[src/rtl/core/gft_pkg.sv]
// ============================================================================
// gft_pkg - grammar file tokenizer shared definitions
// Result record, event/token/error codes, byte classes and marker names.
// ============================================================================
package gft_pkg;

	localparam int LINE_BITS_DEF = 20;
	localparam int LINE_OUT_W    = 20;

	// event kinds
	localparam logic [1:0] EV_IDENT_BYTE = 2'd0;
	localparam logic [1:0] EV_TOKEN      = 2'd1;
	localparam logic [1:0] EV_ERROR      = 2'd2;

	// token kinds
	localparam logic [3:0] TK_END          = 4'd0;
	localparam logic [3:0] TK_IDENT        = 4'd6;
	localparam logic [3:0] TK_COLON        = 4'd7;
	localparam logic [3:0] TK_BAR          = 4'd8;
	localparam logic [3:0] TK_SEMI         = 4'd9;
	localparam logic [3:0] TK_LBRACKET     = 4'd10;
	localparam logic [3:0] TK_RBRACKET     = 4'd11;

	// error codes
	localparam logic [1:0] ERR_NONE       = 2'd0;
	localparam logic [1:0] ERR_BAD_MARKER = 2'd1;
	localparam logic [1:0] ERR_BAD_CHAR   = 2'd2;

	// byte values
	localparam logic [7:0] CH_TAB   = 8'h09;
	localparam logic [7:0] CH_NL    = 8'h0A;
	localparam logic [7:0] CH_CR    = 8'h0D;
	localparam logic [7:0] CH_SPACE = 8'h20;
	localparam logic [7:0] CH_HASH  = 8'h23;
	localparam logic [7:0] CH_PCT   = 8'h25;
	localparam logic [7:0] CH_DASH  = 8'h2D;
	localparam logic [7:0] CH_DOT   = 8'h2E;
	localparam logic [7:0] CH_COLON = 8'h3A;
	localparam logic [7:0] CH_SEMI  = 8'h3B;
	localparam logic [7:0] CH_LBRK  = 8'h5B;
	localparam logic [7:0] CH_RBRK  = 8'h5D;
	localparam logic [7:0] CH_UNDER = 8'h5F;
	localparam logic [7:0] CH_BAR   = 8'h7C;

	// section marker names; marker i gives token kind i+1
	localparam int MARKER_NUM    = 5;
	localparam int MARKER_MAXLEN = 12;

	localparam logic [7:0] MARKER_TEXT [MARKER_NUM][MARKER_MAXLEN] = '{
		'{"s", "t", "a", "r", "t", 8'h00, 8'h00, 8'h00, 8'h00, 8'h00, 8'h00, 8'h00},
		'{"e", "n", "d", 8'h00, 8'h00, 8'h00, 8'h00, 8'h00, 8'h00, 8'h00, 8'h00, 8'h00},
		'{"t", "e", "r", "m", "i", "n", "a", "l", 8'h00, 8'h00, 8'h00, 8'h00},
		'{"i", "n", "t", "e", "r", "m", "e", "d", "i", "a", "t", "e"},
		'{"g", "r", "a", "m", "m", "a", "r", 8'h00, 8'h00, 8'h00, 8'h00, 8'h00}
	};
	localparam logic [3:0] MARKER_LEN [MARKER_NUM] = '{4'd5, 4'd3, 4'd8, 4'd12, 4'd7};

	// result queue
	localparam int RQ_DEPTH = 4;
	localparam int RQ_PTR_W = $clog2(RQ_DEPTH);
	localparam int RQ_CNT_W = $clog2(RQ_DEPTH + 1);

	typedef struct packed {
		logic [1:0]            event_kind;
		logic [3:0]            token_kind;
		logic [7:0]            byte_value;
		logic [LINE_OUT_W-1:0] line_at;
		logic [1:0]            error_code;
		logic                  last;
	} result_t;

	function automatic logic is_space(input logic [7:0] c);
		return (c == CH_SPACE) || (c >= CH_TAB && c <= CH_CR);
	endfunction

	function automatic logic is_name(input logic [7:0] c);
		return (c >= "0" && c <= "9") || (c >= "A" && c <= "Z") ||
			(c >= "a" && c <= "z") || c == CH_UNDER || c == CH_DASH || c == CH_DOT;
	endfunction

	function automatic result_t mk_res(input logic [1:0] kind, input logic [3:0] tok,
		input logic [7:0] value, input logic [1:0] err, input logic [LINE_OUT_W-1:0] line);
		result_t r;
		r.event_kind = kind;
		r.token_kind = tok;
		r.byte_value = value;
		r.line_at    = line;
		r.error_code = err;
		r.last       = 1'b0;
		return r;
	endfunction

endpackage

[src/rtl/core/gft_scan.sv]
// ============================================================================
// gft_scan - scanner state and per-byte step logic
// Updates mode, marker match state and line count for one byte and forms
// up to two results for it.
// ============================================================================
module gft_scan #(
	parameter int LINE_BITS = gft_pkg::LINE_BITS_DEF
) (
	input  logic              clk,
	input  logic              arst_n,
	input  logic              step,
	input  logic [7:0]        char_in,
	input  logic              end_of_input,
	output logic [1:0]        push_cnt,
	output gft_pkg::result_t  res0,
	output gft_pkg::result_t  res1
);

	localparam logic [2:0] MODE_BETWEEN = 3'd0;
	localparam logic [2:0] MODE_COMMENT = 3'd1;
	localparam logic [2:0] MODE_IDENT   = 3'd2;
	localparam logic [2:0] MODE_MARKER  = 3'd3;
	localparam logic [2:0] MODE_HALTED  = 3'd4;

	localparam logic [LINE_BITS-1:0] LINE_ONE = {{(LINE_BITS-1){1'b0}}, 1'b1};
	localparam logic [LINE_BITS-1:0] LINE_MAX = '1;

	logic [2:0]                      mode_q, mode_d;
	logic [3:0]                      mpos_q, mpos_d;
	logic [gft_pkg::MARKER_NUM-1:0]  mcand_q, mcand_d;
	logic [LINE_BITS-1:0]            line_q;
	logic                            line_inc;
	logic [gft_pkg::LINE_OUT_W-1:0]  line_out;

	// between-tokens handling of the current byte
	logic                bt_emit, bt_nl, bt_mk;
	logic [2:0]          bt_mode;
	gft_pkg::result_t    bt_res;

	// marker name resolution
	logic [gft_pkg::MARKER_NUM-1:0] fits, hit;
	logic                           fm_ok;
	logic [3:0]                     fm_tok;

	logic             r0_v, r1_v;
	gft_pkg::result_t r0, r1;

	generate
		if (LINE_BITS >= gft_pkg::LINE_OUT_W) begin : g_line_trunc
			assign line_out = line_q[gft_pkg::LINE_OUT_W-1:0];
		end else begin : g_line_ext
			assign line_out = {{(gft_pkg::LINE_OUT_W-LINE_BITS){1'b0}}, line_q};
		end
	endgenerate

	always_comb begin
		bt_emit = 1'b0;
		bt_nl   = 1'b0;
		bt_mk   = 1'b0;
		bt_mode = MODE_BETWEEN;
		bt_res  = gft_pkg::mk_res(gft_pkg::EV_TOKEN, gft_pkg::TK_END, 8'h00,
			gft_pkg::ERR_NONE, line_out);
		priority if (gft_pkg::is_space(char_in)) begin
			bt_nl = (char_in == gft_pkg::CH_NL);
		end else if (char_in == gft_pkg::CH_HASH) begin
			bt_mode = MODE_COMMENT;
		end else if (char_in == gft_pkg::CH_PCT) begin
			bt_mode = MODE_MARKER;
			bt_mk   = 1'b1;
		end else if (char_in == gft_pkg::CH_COLON) begin
			bt_emit = 1'b1;
			bt_res.token_kind = gft_pkg::TK_COLON;
		end else if (char_in == gft_pkg::CH_BAR) begin
			bt_emit = 1'b1;
			bt_res.token_kind = gft_pkg::TK_BAR;
		end else if (char_in == gft_pkg::CH_SEMI) begin
			bt_emit = 1'b1;
			bt_res.token_kind = gft_pkg::TK_SEMI;
		end else if (char_in == gft_pkg::CH_LBRK) begin
			bt_emit = 1'b1;
			bt_res.token_kind = gft_pkg::TK_LBRACKET;
		end else if (char_in == gft_pkg::CH_RBRK) begin
			bt_emit = 1'b1;
			bt_res.token_kind = gft_pkg::TK_RBRACKET;
		end else if (gft_pkg::is_name(char_in)) begin
			bt_emit = 1'b1;
			bt_mode = MODE_IDENT;
			bt_res  = gft_pkg::mk_res(gft_pkg::EV_IDENT_BYTE, gft_pkg::TK_IDENT, char_in,
				gft_pkg::ERR_NONE, line_out);
		end else begin
			bt_emit = 1'b1;
			bt_mode = MODE_HALTED;
			bt_res  = gft_pkg::mk_res(gft_pkg::EV_ERROR, gft_pkg::TK_END, char_in,
				gft_pkg::ERR_BAD_CHAR, line_out);
		end
	end

	// per-name match; names have distinct lengths, lowest index wins anyway
	always_comb begin
		fm_tok = gft_pkg::TK_END;
		for (int i = 0; i < gft_pkg::MARKER_NUM; i++) begin
			fits[i] = (mpos_q < gft_pkg::MARKER_LEN[i]) &&
				(gft_pkg::MARKER_TEXT[i][mpos_q] == char_in);
			hit[i]  = mcand_q[i] && (gft_pkg::MARKER_LEN[i] == mpos_q);
		end
		for (int i = gft_pkg::MARKER_NUM - 1; i >= 0; i--) begin
			if (hit[i])
				fm_tok = 4'(i + 1);
		end
		fm_ok = |hit;
	end

	always_comb begin
		mode_d   = mode_q;
		mpos_d   = mpos_q;
		mcand_d  = mcand_q;
		line_inc = 1'b0;
		r0_v     = 1'b0;
		r1_v     = 1'b0;
		r0       = gft_pkg::mk_res(gft_pkg::EV_TOKEN, gft_pkg::TK_END, 8'h00,
			gft_pkg::ERR_NONE, line_out);
		r1       = r0;
		if (mode_q == MODE_HALTED) begin
			// stays halted until reset
		end else if (end_of_input) begin
			mode_d = MODE_BETWEEN;
			r0_v   = 1'b1;
			if (mode_q == MODE_IDENT) begin
				r0.token_kind = gft_pkg::TK_IDENT;
				r1_v = 1'b1;
			end else if (mode_q == MODE_MARKER) begin
				if (fm_ok) begin
					r0.token_kind = fm_tok;
					r1_v = 1'b1;
				end else begin
					mode_d = MODE_HALTED;
					r0 = gft_pkg::mk_res(gft_pkg::EV_ERROR, gft_pkg::TK_END, 8'h00,
						gft_pkg::ERR_BAD_MARKER, line_out);
				end
			end
		end else begin
			unique case (mode_q)
				MODE_COMMENT: begin
					if (char_in == gft_pkg::CH_NL) begin
						line_inc = 1'b1;
						mode_d   = MODE_BETWEEN;
					end
				end
				MODE_IDENT: begin
					r0_v = 1'b1;
					if (gft_pkg::is_name(char_in)) begin
						r0 = gft_pkg::mk_res(gft_pkg::EV_IDENT_BYTE, gft_pkg::TK_IDENT,
							char_in, gft_pkg::ERR_NONE, line_out);
					end else begin
						r0.token_kind = gft_pkg::TK_IDENT;
						r1_v     = bt_emit;
						r1       = bt_res;
						mode_d   = bt_mode;
						line_inc = bt_nl;
						if (bt_mk) begin
							mpos_d  = '0;
							mcand_d = '1;
						end
					end
				end
				MODE_MARKER: begin
					if (gft_pkg::is_name(char_in)) begin
						mcand_d = mcand_q & fits;
						if (mpos_q != 4'hF)
							mpos_d = mpos_q + 4'd1;
					end else if (fm_ok) begin
						r0_v = 1'b1;
						r0.token_kind = fm_tok;
						r1_v     = bt_emit;
						r1       = bt_res;
						mode_d   = bt_mode;
						line_inc = bt_nl;
						if (bt_mk) begin
							mpos_d  = '0;
							mcand_d = '1;
						end
					end else begin
						r0_v   = 1'b1;
						mode_d = MODE_HALTED;
						r0 = gft_pkg::mk_res(gft_pkg::EV_ERROR, gft_pkg::TK_END, char_in,
							gft_pkg::ERR_BAD_MARKER, line_out);
					end
				end
				default: begin
					r0_v     = bt_emit;
					r0       = bt_res;
					mode_d   = bt_mode;
					line_inc = bt_nl;
					if (bt_mk) begin
						mpos_d  = '0;
						mcand_d = '1;
					end
				end
			endcase
		end
	end

	always_comb begin
		res0      = r0;
		res1      = r1;
		res0.last = !r1_v;
		res1.last = 1'b1;
		if (!step || !r0_v)
			push_cnt = 2'd0;
		else if (r1_v)
			push_cnt = 2'd2;
		else
			push_cnt = 2'd1;
	end

	always_ff @(posedge clk or negedge arst_n) begin
		if (!arst_n) begin
			mode_q  <= MODE_BETWEEN;
			mpos_q  <= '0;
			mcand_q <= '1;
			line_q  <= LINE_ONE;
		end else if (step) begin
			mode_q  <= mode_d;
			mpos_q  <= mpos_d;
			mcand_q <= mcand_d;
			if (line_inc && line_q != LINE_MAX)
				line_q <= line_q + LINE_ONE;
		end
	end

`ifndef SYNTHESIS
	a_halted_silent: assert property (@(posedge clk) disable iff (!arst_n)
		(mode_q == MODE_HALTED) |-> (push_cnt == 2'd0))
		else $error("gft_scan: result produced while halted");
	a_halt_after_error: assert property (@(posedge clk) disable iff (!arst_n)
		(push_cnt != 2'd0 && ((res0.event_kind == gft_pkg::EV_ERROR) ||
		(push_cnt == 2'd2 && res1.event_kind == gft_pkg::EV_ERROR)))
		|=> (mode_q == MODE_HALTED))
		else $error("gft_scan: error did not halt the scanner");
`endif

endmodule

[src/rtl/core/gft_rqueue.sv]
// ============================================================================
// gft_rqueue - result queue
// Small register queue taking up to two results per cycle, giving one.
// ============================================================================
module gft_rqueue (
	input  logic              clk,
	input  logic              arst_n,
	input  logic [1:0]        push_cnt,
	input  gft_pkg::result_t  d0,
	input  gft_pkg::result_t  d1,
	output logic              room,
	input  logic              pop,
	output logic              q_valid,
	output gft_pkg::result_t  q
);

	gft_pkg::result_t                entry_q [gft_pkg::RQ_DEPTH];
	logic [gft_pkg::RQ_PTR_W-1:0]    wr_ptr_q, rd_ptr_q;
	logic [gft_pkg::RQ_CNT_W-1:0]    count_q;
	logic                            do_pop;

	assign q_valid = (count_q != '0);
	assign q       = entry_q[rd_ptr_q];
	assign do_pop  = pop && q_valid;
	assign room    = (count_q <= gft_pkg::RQ_CNT_W'(gft_pkg::RQ_DEPTH - 2));

	always_ff @(posedge clk) begin
		if (push_cnt != 2'd0)
			entry_q[wr_ptr_q] <= d0;
		if (push_cnt == 2'd2)
			entry_q[wr_ptr_q + gft_pkg::RQ_PTR_W'(1)] <= d1;
	end

	always_ff @(posedge clk or negedge arst_n) begin
		if (!arst_n) begin
			wr_ptr_q <= '0;
			rd_ptr_q <= '0;
			count_q  <= '0;
		end else begin
			wr_ptr_q <= wr_ptr_q + gft_pkg::RQ_PTR_W'(push_cnt);
			if (do_pop)
				rd_ptr_q <= rd_ptr_q + gft_pkg::RQ_PTR_W'(1);
			count_q <= count_q + gft_pkg::RQ_CNT_W'(push_cnt)
				- gft_pkg::RQ_CNT_W'(do_pop);
		end
	end

`ifndef SYNTHESIS
	a_level_bound: assert property (@(posedge clk) disable iff (!arst_n)
		count_q <= gft_pkg::RQ_CNT_W'(gft_pkg::RQ_DEPTH))
		else $error("gft_rqueue: level beyond depth");
`endif

endmodule

[src/rtl/core/grammar_file_tokenizer_core.sv]
// ============================================================================
// grammar_file_tokenizer_core - byte-stream tokenizer for grammar text
// Input register, scanner step logic and a result queue.
// ============================================================================
// Usage:
//  Item channel (item_valid/item_ready): one transfer per text byte on
//  char_in, or an end-of-text mark with end_of_input high (char_in ignored).
//  Result channel (result_valid/result_ready): zero, one or two results per
//  item: identifier bytes, completed tokens or a lexical error. last is set
//  on the final result of an item. line_at is the line count when the item
//  was scanned.
//  Flow: an accepted item is held in the input register and scanned from there;
//  its results are written to the result queue, which offers them.
//  Throughput: one item per cycle while results drain; the results of an item
//  leave the queue one at a time.
//  Stall: the scan stage advances only while the four-entry result queue has
//  room for two results; otherwise the input register holds its item and
//  item_ready follows.
//  Reset: scanner between tokens, line count one, queue empty. After an
//  error the scanner stays halted: items are still taken but give no results
//  until the next reset.
// ============================================================================
module grammar_file_tokenizer_core #(
	parameter int LINE_BITS = gft_pkg::LINE_BITS_DEF
) (
	input  logic                           clk,
	input  logic                           arst_n,
	input  logic                           item_valid,
	output logic                           item_ready,
	input  logic [7:0]                     char_in,
	input  logic                           end_of_input,
	output logic                           result_valid,
	input  logic                           result_ready,
	output logic [1:0]                     event_kind,
	output logic [3:0]                     token_kind,
	output logic [7:0]                     byte_value,
	output logic [gft_pkg::LINE_OUT_W-1:0] line_at,
	output logic [1:0]                     error_code,
	output logic                           last
);

	// input register
	logic             valid_s1;
	logic [7:0]       char_s1;
	logic             eoi_s1;

	logic             room, adv;
	logic [1:0]       push_cnt;
	gft_pkg::result_t res0, res1, head;

	// scan stage fires when the queue can take a worst-case pair
	assign adv        = valid_s1 && room;
	assign item_ready = !valid_s1 || adv;

	always_ff @(posedge clk or negedge arst_n) begin
		if (!arst_n) begin
			valid_s1 <= 1'b0;
		end else if (item_ready) begin
			valid_s1 <= item_valid;
		end
	end

	always_ff @(posedge clk) begin
		if (item_valid && item_ready) begin
			char_s1 <= char_in;
			eoi_s1  <= end_of_input;
		end
	end

	gft_scan #(
		.LINE_BITS(LINE_BITS)
	) u_scan (
		.clk          (clk),
		.arst_n       (arst_n),
		.step         (adv),
		.char_in      (char_s1),
		.end_of_input (eoi_s1),
		.push_cnt     (push_cnt),
		.res0         (res0),
		.res1         (res1)
	);

	gft_rqueue u_rqueue (
		.clk      (clk),
		.arst_n   (arst_n),
		.push_cnt (push_cnt),
		.d0       (res0),
		.d1       (res1),
		.room     (room),
		.pop      (result_ready),
		.q_valid  (result_valid),
		.q        (head)
	);

	assign event_kind = head.event_kind;
	assign token_kind = head.token_kind;
	assign byte_value = head.byte_value;
	assign line_at    = head.line_at;
	assign error_code = head.error_code;
	assign last       = head.last;

`ifndef SYNTHESIS
	a_stall_holds: assert property (@(posedge clk) disable iff (!arst_n)
		(valid_s1 && !room) |=> (valid_s1 && $stable(char_s1) && $stable(eoi_s1)))
		else $error("tokenizer: stalled input register changed");
	a_push_only_on_step: assert property (@(posedge clk) disable iff (!arst_n)
		(push_cnt != 2'd0) |-> adv)
		else $error("tokenizer: results pushed without a scan step");
	a_error_is_last: assert property (@(posedge clk) disable iff (!arst_n)
		(result_valid && event_kind == gft_pkg::EV_ERROR) |-> last)
		else $error("tokenizer: error result not marked last");
`endif

endmodule
[config.mk]
export PLATFORM = sky130hd
export DESIGN_NAME = grammar_file_tokenizer_core
export DESIGN_NICKNAME = d
export VERILOG_FILES = /design/src/rtl/core/gft_pkg.sv /design/src/rtl/core/gft_scan.sv /design/src/rtl/core/gft_rqueue.sv /design/src/rtl/core/grammar_file_tokenizer_core.sv
export SDC_FILE = /design/constraint.sdc
export NUM_CORES = 1
export LEC_CHECK = 0
export ABC_CLOCK_PERIOD_IN_PS = 3710
export BUFFER_PORTS_ARGS = -buffer_cell sky130_fd_sc_hd__buf_4
export CAP_MARGIN = 40
export CORE_MARGIN = 5
export CORE_UTILIZATION = 38
export CTS_BUF_LIST = sky130_fd_sc_hd__clkbuf_4
export DETAILED_ROUTE_END_ITERATION = 10
export PLACE_DENSITY = 0.66
export SLEW_MARGIN = 0
export SYNTH_ARGS = -nofsm -noshare
export SYNTH_HDL_FRONTEND = slang
export SYNTH_SLANG_ARGS = --single-unit
[constraint.sdc]
create_clock -name clk -period 3.71 [get_ports clk]
set_input_delay 0.1855 -clock clk [delete_from_list [all_inputs] [get_ports clk]]
set_output_delay 0.1855 -clock clk [all_outputs]
set_load 0.03 [all_outputs]
==> impl_metrics.py <==
metrics = {
    "place": {
        "place_area_sq_mm": 0.0116,
        "hpwl_microns": 17500,
        "port_buffers": 51,
        "dp_cells": 1310,
        "gp_congestion": 0.916,
        "dpl_worst_slack_ps": 53.5,
    },
    "layout": {
        "design_area_sq_mm": 0.0121,
        "instances_no_fill": 1355,
        "fin_util_pct": 43.6,
        "area_growth_pct": 13.2,
        "drive_gt1_share_pct": 21.4,
        "nets": 992,
    },
    "logic_synthesis": {
        "synth_edf_count": 149,
        "yosys_warnings": 0,
        "synth-async-reset-ratio_pct": 20.3,
        "synth_seq_cells": 197,
        "synth_area_leader_cell": "edfxtp_1",
        "syn_area_per_cell_sq_um": 11.9,
        "yosys_most_used_dff": "edfxtp_1",
        "netlist.area_leader.share_pct": 41.8,
        "postSynthCellCount": 900,
        "synth_nets": 929,
        "yosysSeqAreaShare_pct": 52.7,
        "syn_area_sq_mm": 0.0107,
        "synth_area_leaders": "edfxtp_1, dfrtp_1, mux4_2",
        "synth_cell_types": 87,
    },
    "route": {
        "dr.first_iter.drc_count": 616,
        "viasPerCell": 5.44,
        "drc": 0,
        "vias": 7372,
        "drt.antenna.violating_nets": 0,
        "detail_route.first_pass.iterations": 5,
        "post_drt_wl_per_cell_microns": 18.3,
        "drt_wl_total_microns": 24800,
    },
    "floorplanning": {
        "core_area_sq_mm": 0.0278,
        "initial_core_util_pct": 38.5,
        "fp.dieH_microns": 178,
        "num_rows": 61,
        "die_x_microns": 178,
        "die-area_sq_mm": 0.0316,
        "num_io_pins": 52,
    },
    "timing": {
        "fin_setup_tns_ps": 0,
        "setup_viol": 0,
        "finalMaxSlewViolations": 0,
        "worst_slew_pin_slew_ps": 831,
        "clock.fmax_ghz": 0.287,
        "max_slew_margin_pct": 44.0,
        "worst_slack_ps": 230,
        "hold_violations": 0,
        "rsz0062_at_grt": "no",
        "fin_crit_ps": 3480,
        "period_share_pct": 93.8,
        "skew_ps": 44.2,
    },
    "clock_network": {
        "cts_root_buffer": "clkbuf_4",
        "numCtsBuffers": 17,
        "clock_latency_ps": 620,
        "cts-htree-levels": 4,
        "clk_path_buf_depth": 2,
        "clkSlewWorstSetupHoldPaths_ps": 190,
        "clock-sinks": 197,
        "tritoncts": "built",
    },
    "global_routing": {
        "grt_pass1_vias": 7382,
        "gr-total-overflow": 0,
        "grt_pass1_wl_microns": 40600,
        "track_usage_pct": 16.3,
        "grt_start_max_net_pins": 48,
        "grt_antenna_before_repair": 1,
    },
    "pwr": {
        "power_density_mw_per_mm2": 626,
        "leakagePower_nw": 4.31,
        "ir_drop_uv": 321,
    },
    "setup_path": {
        "crit_required_ps": 4250,
        "cp-start-kind": "register",
        "critPathCaptureType": "register",
        "path_class": "reg -> reg",
        "worst_ep_arrival_time_ps": 4020,
        "worstPathMaxFanout": 23,
    },
    "min_path": {
        "min_path_type": "in -> reg",
    },
    "job": {
        "max_cap_viol_count": 0,
    },
    "status": {
        "outcome": "finished clean",
    },
}
timing repair:
| action | in CTS | in global routing |
|---|---|---|
| hold endpoints to repair | 50 | 0 |
| resized for setup | 1 | 3 |
| buffers inserted | 0 | 1 |
| cloned | 0 | 0 |
| hold buffers | 11 | 0 |
| pin swaps | 0 | 3 |
| setup endpoints to repair | 1 | 1 |
synth_stat cells, types with 22 or more instances:
master and count:
nand2_1 60, and2_1 78, edfxtp_1 149, o21ai_0 24, clkbuf_1 28, nor3_1 28
dfrtp_1 34, o22ai_1 28, nand3_1 23, xor2_1 29, a21oi_1 44, mux4_2 37
nor2_1 43, inv_1 22
critical path: stages, from the launching register on:
cell	delay [ps]
edfxtp_1	390
buf_4	280
or4b_1	480
nor4b_2	300
or2_1	200
o31a_1	210
nor2_1	120
nor3_2	160
inv_1	70
ha_1	270
inv_1	40
ha_1	180
fa_1	380
xnor2_1	210
xnor2_1	140
final timing paths:
kind / slack [ps] / start / cells past startpoint / endpoint
max reg2reg: 230 / char_s1[1] / 14 / u_rqueue.count_q[2]
min: 60 / result_ready / 3 / u_rqueue.rd_ptr_q[0]
min in group asynchronous: 80 / arst_n / 2 / u_scan.line_out[6]
min reg2reg: 470 / u_rqueue.entry_q[1][1] / 2 / u_rqueue.entry_q[1][1]
max: 230 / char_s1[1] / 14 / u_rqueue.count_q[2]
max in group asynchronous: 3200 / arst_n / 2 / u_rqueue.rd_ptr_q[0]
cell usage in the layout, fill, tap and decap left out, types with 10 or more instances in the layout:
cell,n
nor2b_1,10
ha_1,15
and2_1,78
nand2_1,57
edfxtp_1,149
dlygate4sd3_1,11
dfrtp_1,32
inv_1,21
a21oi_1,44
mux4_2,37
nand2b_1,10
buf_4,93
nor2_1,43
o21ai_0,24
xnor2_1,17
nor4_1,12
xor2_1,29
nor3_1,27
clkbuf_4,17
mux2i_1,10
nand3_1,23
o22ai_1,28
metal layers:
layer	share of wire (%)	GRT usage, %
met5	0	0
met1	44	21.8
met4	2.3	4.83
met3	5.0	2.58
met2	49	27.3
where the power goes:
part / internal [W] / switching (W) / leakage, nW
logic: 0.00131 / 0.00194 / 2.16
registers: 0.00283 / 0.000256 / 1.97
clock network: 0.000347 / 0.000910 / 0.178
total: 0.00448 / 0.00310 / 4.31
final cells by class:
cell class / instances / area, sq um
antenna: 1 / 2.50
clock buffer: 17 / 128
clock inverter: 15 / 218
fill: 2617 / 15700
inverter: 23 / 90.1
multi-input combinational: 616 / 4670
sequential: 197 / 5650
tap: 378 / 473
timing repair buffer: 108 / 888
per-stage QoR:
| step | power, W | hold slack [ps] |
|---|---|---|
| after floorplan | 0.00529 | -110 |
| final | 0.00758 | 56.4 |
| after global placement | 0.00635 | 224 |
| after global routing | 0.00801 | 57.4 |
| after CTS | 0.00765 | 43.1 |
| after detailed placement | 0.00640 | 227 |
state kept, by name, indices dropped and copies added (netlist names):
register,count
u_rqueue.entry_q,148
u_scan.line_out,20
char_s1,8
u_scan.mcand_q,5
u_scan.mpos_q,4
u_rqueue.count_q,3
u_scan.mode_q,3
u_rqueue.rd_ptr_q,2
u_rqueue.wr_ptr_q,2
eoi_s1,1
valid_s1,1
logic make-up (layout without fill, tap and decap cells):
family	count (synthesis)	after routing	share of synthesized area, %
simple gates	326	326	17.0
flops	197	197	52.7
compound gates	178	178	11.6
buf+inv	87	163	3.93
mux	50	50	9.04
xor+xnor	46	46	3.76
fa+ha+maj	16	16	1.94
other cells	0	1	0
Note: power is estimated with default switching activity, not from simulation.
